**config.mk**
```make
export PLATFORM = sky130hd
export DESIGN_NAME = client_slot_table_with_lock_core
export DESIGN_NICKNAME = d
export VERILOG_FILES = /design/src/cstl_pkg.sv /design/src/cstl_slot_ram.sv /design/src/client_slot_table_with_lock_core.sv
export SDC_FILE = /design/constraint.sdc
export NUM_CORES = 1
export LEC_CHECK = 0
export BUFFER_PORTS_ARGS = -buffer_cell sky130_fd_sc_hd__buf_2
export CORE_MARGIN = 3
export CORE_UTILIZATION = 58
export DETAILED_ROUTE_END_ITERATION = 16
export GPL_TIMING_DRIVEN = 0
export PLACE_DENSITY = 0.76
export SYNTH_ARGS = -nofsm -noshare
export SYNTH_HDL_FRONTEND = slang
export SYNTH_SLANG_ARGS = --single-unit
```
**constraint.sdc**
```tcl
create_clock -name aclk -period 4.83 [get_ports aclk]
set_input_delay 0.966 -clock aclk [delete_from_list [all_inputs] [get_ports aclk]]
set_output_delay 0.966 -clock aclk [all_outputs]
set_load 0.05 [all_outputs]
```
**src/cstl_pkg.sv**
```systemverilog
package cstl_pkg;

    // operation codes on s_opcode
    localparam logic [2:0] OP_CONNECT    = 3'd0;
    localparam logic [2:0] OP_DISCONNECT = 3'd1;
    localparam logic [2:0] OP_CLAIM      = 3'd2;
    localparam logic [2:0] OP_RELEASE    = 3'd3;
    localparam logic [2:0] OP_WAKEUP     = 3'd4;
    localparam logic [2:0] OP_LISTEN     = 3'd5;
    localparam logic [2:0] OP_SLEEP      = 3'd6;

    // lock modes
    localparam logic [1:0] MODE_INIT   = 2'd0;
    localparam logic [1:0] MODE_WAKEUP = 2'd1;
    localparam logic [1:0] MODE_IDLE   = 2'd2;
    localparam logic [1:0] MODE_BUSY   = 2'd3;

    localparam int ID_W   = 32;
    localparam int SLOT_W = 3;

    // sequencer states, one-hot
    typedef enum logic [3:0] {
        ST_IDLE = 4'b0001,
        ST_CONN = 4'b0010,
        ST_DISC = 4'b0100,
        ST_DONE = 4'b1000
    } state_t;

    // one result beat
    typedef struct packed {
        logic              status;
        logic [SLOT_W-1:0] slot_index;
        logic [1:0]        lock_mode;
        logic [ID_W-1:0]   lock_owner;
    } result_t;

endpackage

```
**src/cstl_slot_ram.sv**
```systemverilog
// Client id store: one write port, one read port, registered read data.
module cstl_slot_ram #(
    parameter int DEPTH = 8,
    parameter int AW    = 3
) (
    input  logic                      aclk,
    input  logic                      we,
    input  logic [AW-1:0]             waddr,
    input  logic [cstl_pkg::ID_W-1:0] wdata,
    input  logic [AW-1:0]             raddr,
    output logic [cstl_pkg::ID_W-1:0] rdata
);

    logic [cstl_pkg::ID_W-1:0] mem [DEPTH];

    always_ff @(posedge aclk) begin
        if (we) begin
            mem[waddr] <= wdata;
        end
        rdata <= mem[raddr];
    end

endmodule

```
**src/client_slot_table_with_lock_core.sv**
```systemverilog
// Channel  Ports                                          Direction
// s_       s_valid s_ready s_opcode s_client_id s_listen_ok  in
// m_       m_valid m_ready m_status m_slot_index m_lock_mode m_lock_owner  out
//
// Claim, release, wakeup, listen, sleep and the unused code finish in the
// accept cycle. Connect scans one free mark per cycle, from slot 0 up to the
// lowest free slot, and fails at the last slot when the table is full.
// Disconnect reads the id store through its single read port, one slot a
// cycle, and finishes after comparing the last slot. One operation at a time.
// Reset marks every slot free and every stored id as never written, so it reads zero.
// A beat finishing behind a full output register is parked, s_ready low.
module client_slot_table_with_lock_core #(
    parameter int MAX_CLIENTS = 8
) (
    input  logic                        aclk,
    input  logic                        aresetn,
    input  logic                        s_valid,
    output logic                        s_ready,
    input  logic [2:0]                  s_opcode,
    input  logic [cstl_pkg::ID_W-1:0]   s_client_id,
    input  logic                        s_listen_ok,
    output logic                        m_valid,
    input  logic                        m_ready,
    output logic                        m_status,
    output logic [cstl_pkg::SLOT_W-1:0] m_slot_index,
    output logic [1:0]                  m_lock_mode,
    output logic [cstl_pkg::ID_W-1:0]   m_lock_owner
);

    localparam int IDXW = (MAX_CLIENTS > 1) ? $clog2(MAX_CLIENTS) : 1;
    localparam logic [IDXW-1:0] LAST_IDX = IDXW'(MAX_CLIENTS - 1);

    cstl_pkg::state_t  state_reg, state_next;
    cstl_pkg::result_t out_reg, out_next;
    cstl_pkg::result_t res_reg, res_next;
    cstl_pkg::result_t fin_res;
    logic              m_valid_reg, m_valid_next;
    logic              fin;
    logic              out_free;

    logic [1:0]                mode_reg, mode_next;
    logic [cstl_pkg::ID_W-1:0] owner_reg, owner_next;
    logic [cstl_pkg::ID_W-1:0] id_reg, id_next;
    logic [MAX_CLIENTS-1:0]    free_reg, free_next;
    logic [MAX_CLIENTS-1:0]    written_reg, written_next;

    logic [IDXW-1:0] idx_reg, idx_next;
    logic            rd_on_reg, rd_on_next;
    logic            cmp_on_reg, cmp_on_next;
    logic [IDXW-1:0] cmp_idx_reg, cmp_idx_next;
    logic            hit_reg, hit_next;
    logic            wr_q_reg;

    logic                      mem_we;
    logic [cstl_pkg::ID_W-1:0] rd_data;
    logic [cstl_pkg::ID_W-1:0] stored_id;
    logic                      match;
    logic                      hit_all;

    cstl_slot_ram #(
        .DEPTH (MAX_CLIENTS),
        .AW    (IDXW)
    ) u_ram (
        .aclk  (aclk),
        .we    (mem_we),
        .waddr (idx_reg),
        .wdata (id_reg),
        .raddr (idx_reg),
        .rdata (rd_data)
    );

    // written mark follows the read data so a never-written slot reads zero
    always_ff @(posedge aclk) begin
        wr_q_reg <= written_reg[idx_reg];
    end

    assign stored_id = wr_q_reg ? rd_data : '0;
    assign match     = (stored_id == id_reg);
    assign hit_all   = hit_reg | match;
    assign out_free  = !m_valid_reg || m_ready;
    assign s_ready   = (state_reg == cstl_pkg::ST_IDLE);

    // sequencer
    always_comb begin
        state_next   = state_reg;
        out_next     = out_reg;
        res_next     = res_reg;
        m_valid_next = m_valid_reg && !m_ready;
        mode_next    = mode_reg;
        owner_next   = owner_reg;
        id_next      = id_reg;
        free_next    = free_reg;
        written_next = written_reg;
        idx_next     = idx_reg;
        rd_on_next   = rd_on_reg;
        cmp_on_next  = 1'b0;
        cmp_idx_next = cmp_idx_reg;
        hit_next     = hit_reg;
        mem_we       = 1'b0;
        fin          = 1'b0;
        fin_res      = '0;

        case (state_reg)
            cstl_pkg::ST_IDLE: begin
                if (s_valid) begin
                    id_next  = s_client_id;
                    idx_next = '0;
                    case (s_opcode)
                        cstl_pkg::OP_CONNECT: begin
                            state_next = cstl_pkg::ST_CONN;
                        end
                        cstl_pkg::OP_DISCONNECT: begin
                            rd_on_next = 1'b1;
                            hit_next   = 1'b0;
                            state_next = cstl_pkg::ST_DISC;
                        end
                        cstl_pkg::OP_CLAIM: begin
                            fin = 1'b1;
                            if (mode_reg == cstl_pkg::MODE_IDLE || owner_reg == s_client_id) begin
                                mode_next  = cstl_pkg::MODE_BUSY;
                                owner_next = s_client_id;
                            end else begin
                                fin_res.status = 1'b1;
                            end
                        end
                        cstl_pkg::OP_RELEASE: begin
                            fin       = 1'b1;
                            mode_next = cstl_pkg::MODE_IDLE;
                        end
                        cstl_pkg::OP_WAKEUP: begin
                            fin       = 1'b1;
                            mode_next = cstl_pkg::MODE_WAKEUP;
                        end
                        cstl_pkg::OP_LISTEN: begin
                            fin = 1'b1;
                            if (mode_reg == cstl_pkg::MODE_WAKEUP && s_listen_ok) begin
                                mode_next = cstl_pkg::MODE_IDLE;
                            end
                        end
                        cstl_pkg::OP_SLEEP: begin
                            fin       = 1'b1;
                            mode_next = cstl_pkg::MODE_INIT;
                            free_next = '1;
                        end
                        default: begin
                            fin = 1'b1;
                        end
                    endcase
                end
            end
            // lowest free slot, one mark a cycle
            cstl_pkg::ST_CONN: begin
                if (free_reg[idx_reg]) begin
                    mem_we                = 1'b1;
                    free_next[idx_reg]    = 1'b0;
                    written_next[idx_reg] = 1'b1;
                    fin                   = 1'b1;
                    fin_res.slot_index    = cstl_pkg::SLOT_W'(idx_reg);
                end else if (idx_reg == LAST_IDX) begin
                    fin            = 1'b1;
                    fin_res.status = 1'b1;
                end else begin
                    idx_next = idx_reg + 1'b1;
                end
            end
            // read one slot a cycle, compare it in the next cycle
            cstl_pkg::ST_DISC: begin
                if (rd_on_reg) begin
                    cmp_on_next  = 1'b1;
                    cmp_idx_next = idx_reg;
                    if (idx_reg == LAST_IDX) begin
                        rd_on_next = 1'b0;
                    end else begin
                        idx_next = idx_reg + 1'b1;
                    end
                end
                if (cmp_on_reg) begin
                    if (match) begin
                        free_next[cmp_idx_reg] = 1'b1;
                        hit_next               = 1'b1;
                    end
                    if (cmp_idx_reg == LAST_IDX) begin
                        fin = 1'b1;
                        if (hit_all && mode_reg == cstl_pkg::MODE_BUSY && owner_reg == id_reg) begin
                            mode_next = cstl_pkg::MODE_IDLE;
                        end
                    end
                end
            end
            cstl_pkg::ST_DONE: begin
                if (out_free) begin
                    out_next     = res_reg;
                    m_valid_next = 1'b1;
                    state_next   = cstl_pkg::ST_IDLE;
                end
            end
            default: begin
                state_next = cstl_pkg::ST_IDLE;
            end
        endcase

        // hand the result to the output register, or park it
        if (fin) begin
            fin_res.lock_mode  = mode_next;
            fin_res.lock_owner = owner_next;
            if (out_free) begin
                out_next     = fin_res;
                m_valid_next = 1'b1;
                state_next   = cstl_pkg::ST_IDLE;
            end else begin
                res_next   = fin_res;
                state_next = cstl_pkg::ST_DONE;
            end
        end
    end

    always_ff @(posedge aclk) begin
        if (!aresetn) begin
            state_reg   <= cstl_pkg::ST_IDLE;
            m_valid_reg <= 1'b0;
            mode_reg    <= cstl_pkg::MODE_INIT;
            owner_reg   <= '0;
            free_reg    <= '1;
            written_reg <= '0;
            rd_on_reg   <= 1'b0;
            cmp_on_reg  <= 1'b0;
        end else begin
            state_reg   <= state_next;
            m_valid_reg <= m_valid_next;
            mode_reg    <= mode_next;
            owner_reg   <= owner_next;
            free_reg    <= free_next;
            written_reg <= written_next;
            rd_on_reg   <= rd_on_next;
            cmp_on_reg  <= cmp_on_next;
        end
        out_reg     <= out_next;
        res_reg     <= res_next;
        id_reg      <= id_next;
        idx_reg     <= idx_next;
        cmp_idx_reg <= cmp_idx_next;
        hit_reg     <= hit_next;
    end

    assign m_valid      = m_valid_reg;
    assign m_status     = out_reg.status;
    assign m_slot_index = out_reg.slot_index;
    assign m_lock_mode  = out_reg.lock_mode;
    assign m_lock_owner = out_reg.lock_owner;

    // a parked result only exists while the output register is occupied
    a_done_blocked: assert property (@(posedge aclk) disable iff (!aresetn)
        (state_reg == cstl_pkg::ST_DONE) |-> m_valid_reg)
        else $error("parked result with empty output register");

    // a slot taken by connect is no longer free
    a_conn_takes: assert property (@(posedge aclk) disable iff (!aresetn)
        (state_reg == cstl_pkg::ST_CONN && free_reg[idx_reg]) |=> !free_reg[$past(idx_reg)])
        else $error("connect left its slot free");

    // sleep frees the whole table
    a_sleep_frees: assert property (@(posedge aclk) disable iff (!aresetn)
        (s_valid && s_ready && s_opcode == cstl_pkg::OP_SLEEP) |=> (&free_reg))
        else $error("sleep did not free every slot");

endmodule
```
==> metrics.md <==
| Metric | Value |
|---|---|
| Status | `finished clean` |
| Vias in the first global route | `11,495` |
| Simple-gate share of the synthesized area | `8.182%` |
| WL/cell | `25.81 um` |
| Mapped Nets | `1,261` |
| Post-synth EDFFs | `333` |
| Hold Path End | `u_ram.rdata[7]$_DFF_P_` |
| Largest net degree at the start of global routing | `35` |
| Layout Nets | `1,399` |
| Die area | `0.03258 mm^2` |
| Fin Clk Skew | `10.63 ps` |
| Met2 WL post-DR | `22.77 mm` |
| Clock period minus worst slack | `3568 ps` |
| Clock sinks | `461` |
| Slew Limit Fails | `0` |
| Hold_buf cts | `0` |
| Max Freq | `280.2 MHz` |
| Post-synth top cells | `edfxtp_1 (333), a22oi_1 (159), dfxtp_1 (128)` |
| Later-pin clock latency in the skew report | `550 ps` |
| Most frequent cell after synthesis | `edfxtp_1` |
| Hold crit path type | `flop to flop` |
| GR Util All Layers | `27.89%` |
| Synthesized-area fraction occupied by adder cells | `0.07084%` |
| GP Congestion | `0.8639` |
| Initial antenna violation count | `4` |
| Gr ovfl total | `0` |
| Top_reg_cell synth | `edfxtp_1` |
| Ys Warns | `0` |
| Worst slew pin tran | `1322 ps` |
| Asr flop ratio synth | `0%` |
| Layout cells sized above 1 | `14.78%` |
| Crit path launch type | `flop` |
| CP endpoint kind | `flop` |
| Multiplexer area fraction after synthesis | `2.069%` |
| Final core utilization | `67.99%` |
| Average size of a mapped cell | `14.48 um^2` |
| Highest Signal Layer | `met5` |
| Crit path DAT | `3810 ps` |
| Via count | `11,474` |
| Req. time, crit path | `5080 ps` |
| H-tree levels | `2` |
| Post-cts resize count | `0` |
| Boundary pin count | `80` |
| Reg-to-reg startpoint | `idx_reg[0]$_SDFFCE_PP0P_` |
| Critical Path Source | `idx_reg[0]$_SDFFCE_PP0P_` |
| Row count | `63` |
| First-pass iteration count of the detailed router | `6` |
| Max FFs per register | `256` |
| Leakage power | `6.900 nW` |
| Final hold violations | `0` |
| Number of remaining DRC errors | `0` |
| RSZ-0062 raised after global routing | `false` |
| Core Box Area | `0.02980 mm^2` |
| Yosys reg bits | `461` |
| Cell taking the most area after synthesis | `edfxtp_1` |
| Iteration-0 DRC Markers | `1,288` |
| WL final | `46.08 mm` |
| Met3 wire length | `4.531 mm` |
| FF-to-FF End | `u_ram.mem[1][14]$_DFFE_PP_` |
| Worst slew margin | `11.18%` |
| Mapped Area | `0.01766 mm^2` |
| Port buffer count | `79` |
| Max FO, Critical Path | `9` |
| CTS buffer count | `45` |
| Area added between synthesis and finish | `14.71%` |
| Synth area leaders | `edfxtp_1 (57%), dfxtp_1 (15%), a22oi_1 (6.8%), xnor2_1 (2.2%), xor2_1 (1.8%)` |
| Vias per inst | `6.428` |
| Setup Viol. Count Final | `0` |
| Combinational family with the most area after synthesis | `compound AO/OA/AOI/OAI gates` |
| Min-Delay Path Depth | `2` |
| Max-Cap Viols | `0` |
| Unique masters post-synth | `59` |
| Share of the synthesized area in the top cell type | `56.62%` |
| Worst-case reg-to-reg path depth | `7` |
| Post-Syn Instances | `1,220` |
| Die X | `180.5 um` |
| Sequential fraction of the synthesis area | `71.12%` |
| Post-CTS setup buffer count | `0` |
| Setup Total Neg Slack | `0 ps` |
| Clock transition at the registers of the reported paths | `60 ps` |
| Tcrit/Tclk final | `73.88%` |
| Maximum root-to-sink buffer count | `3` |
| CTS tree | `done` |
| First-pass GRT wire length | `69.19 mm` |
| CTS root buf | `clkbuf_16` |
| Crit path kind | `flop to flop` |
| Pwr Density | `413.7 mW/mm^2` |
| Min-delay src | `u_ram.mem[2][7]$_DFFE_PP_` |
| Initial Utilization | `59.28%` |
| Hpwl dp | `30.96 mm` |
| Reg2reg setup slack | `1260 ps` |
| Detail Route Antenna Nets | `0` |
| Post-Synth XOR/XNOR Area | `4.066%` |
| Maximum VDD drop | `0.3292 mV` |
| Compound-cell area share of the yosys netlist | `12.14%` |
| Met1 wire length | `17.19 mm` |
| Height of the die | `180.5 um` |
==> how the worst max path moves through the flow <==
stage,to,slack [ps],depth (start not counted)
2_1_floorplan,u_ram.mem[1][0]$_DFFE_PP_,600,6
3_3_place_gp,u_ram.mem[1][30]$_DFFE_PP_,-1920,6
3_5_place_dp,res_reg[28]$_DFFE_PP_,850,9
4_1_cts,u_ram.mem[1][29]$_DFFE_PP_,1350,7
5_1_grt,u_ram.mem[1][29]$_DFFE_PP_,1150,7
6_report,u_ram.mem[1][14]$_DFFE_PP_,1260,7
==> power by group <==
group | leakage [nW] | switching (mW) | internal [mW] | total (mW)
logic | 2.18 | 0.319 | 0.155 | 0.474
clock network | 0.703 | 1.43 | 2.00 | 3.43
registers | 4.02 | 0.136 | 4.34 | 4.48
total | 6.90 | 1.89 | 6.50 | 8.38
==> placed cells by master (no fill, tap or decap), drive strengths merged, types with 6 or more instances in the layout <==
cell	instances
a21oi	25
a22oi	159
a31oi	9
and2	10
buf	109
clkbuf	100
clkinv	13
dfxtp	128
edfxtp	333
inv	40
mux2i	32
nand2	25
nand3	23
nand4	44
nand4b	16
nor2	40
nor2b	37
nor3	19
nor4	11
nor4b	6
o211ai	7
o21a	22
o21ai	39
o22ai	31
xnor2	45
xor2	37
==> through the flow <==
step,total power [mW],hold WS (ps),cell area [um^2],cells,setup slack [ps]
6_report,8.381,465.7,20260,1785,1262
5_1_grt,8.599,476.6,20260,1785,1151
4_1_cts,8.378,469.9,20240,1783,1345
3_5_place_dp,5.017,455.5,18800,1700,854.3
3_3_place_gp,4.997,436.9,18550,1689,-1921
2_1_floorplan,4.808,441.1,17660,1220,604.1
==> layout make-up <==
class / instances / area, um^2
antenna: 1 / 2.502
buffer: 53 / 267.8
clock buffer: 65 / 1241
clock inverter: 18 / 191.4
fill: 2022 / 9537
inverter: 39 / 146.4
multi-input combinational: 667 / 4725
sequential: 461 / 12560
tap: 390 / 488.0
timing repair buffer: 91 / 635.6
==> metal layers <==
| layer | track usage (%) | vias to the layer above |
|---|---|---|
| li1 | - | 5039 |
| met1 | 36.66 | 5639 |
| met2 | 47.22 | 680 |
| met3 | 5.026 | 110 |
| met4 | 9.764 | 6 |
| met5 | 0 | - |
==> cells by family (layout without fill, tap and decap cells) <==
logic type | count (synthesis) | count (layout)
multiplexers | 34 | 34
XOR/XNOR | 82 | 82
adder cells (fa/ha/maj) | 1 | 1
AND/OR/NAND/NOR | 244 | 244
flip-flops | 461 | 461
other | 0 | 1
buffers and inverters | 92 | 266
AO/OA/AOI/OAI | 306 | 306
==> critical path, cell delays in order (launching register included) <==
cell and delay [ps]:
edfxtp_1 420, buf_6 170, mux4_2 420, nand2_1 70, a21oi_1 590, nand2_1 380
nor3_2 840, buf_4 350
Power figures use the tool's default switching activity.
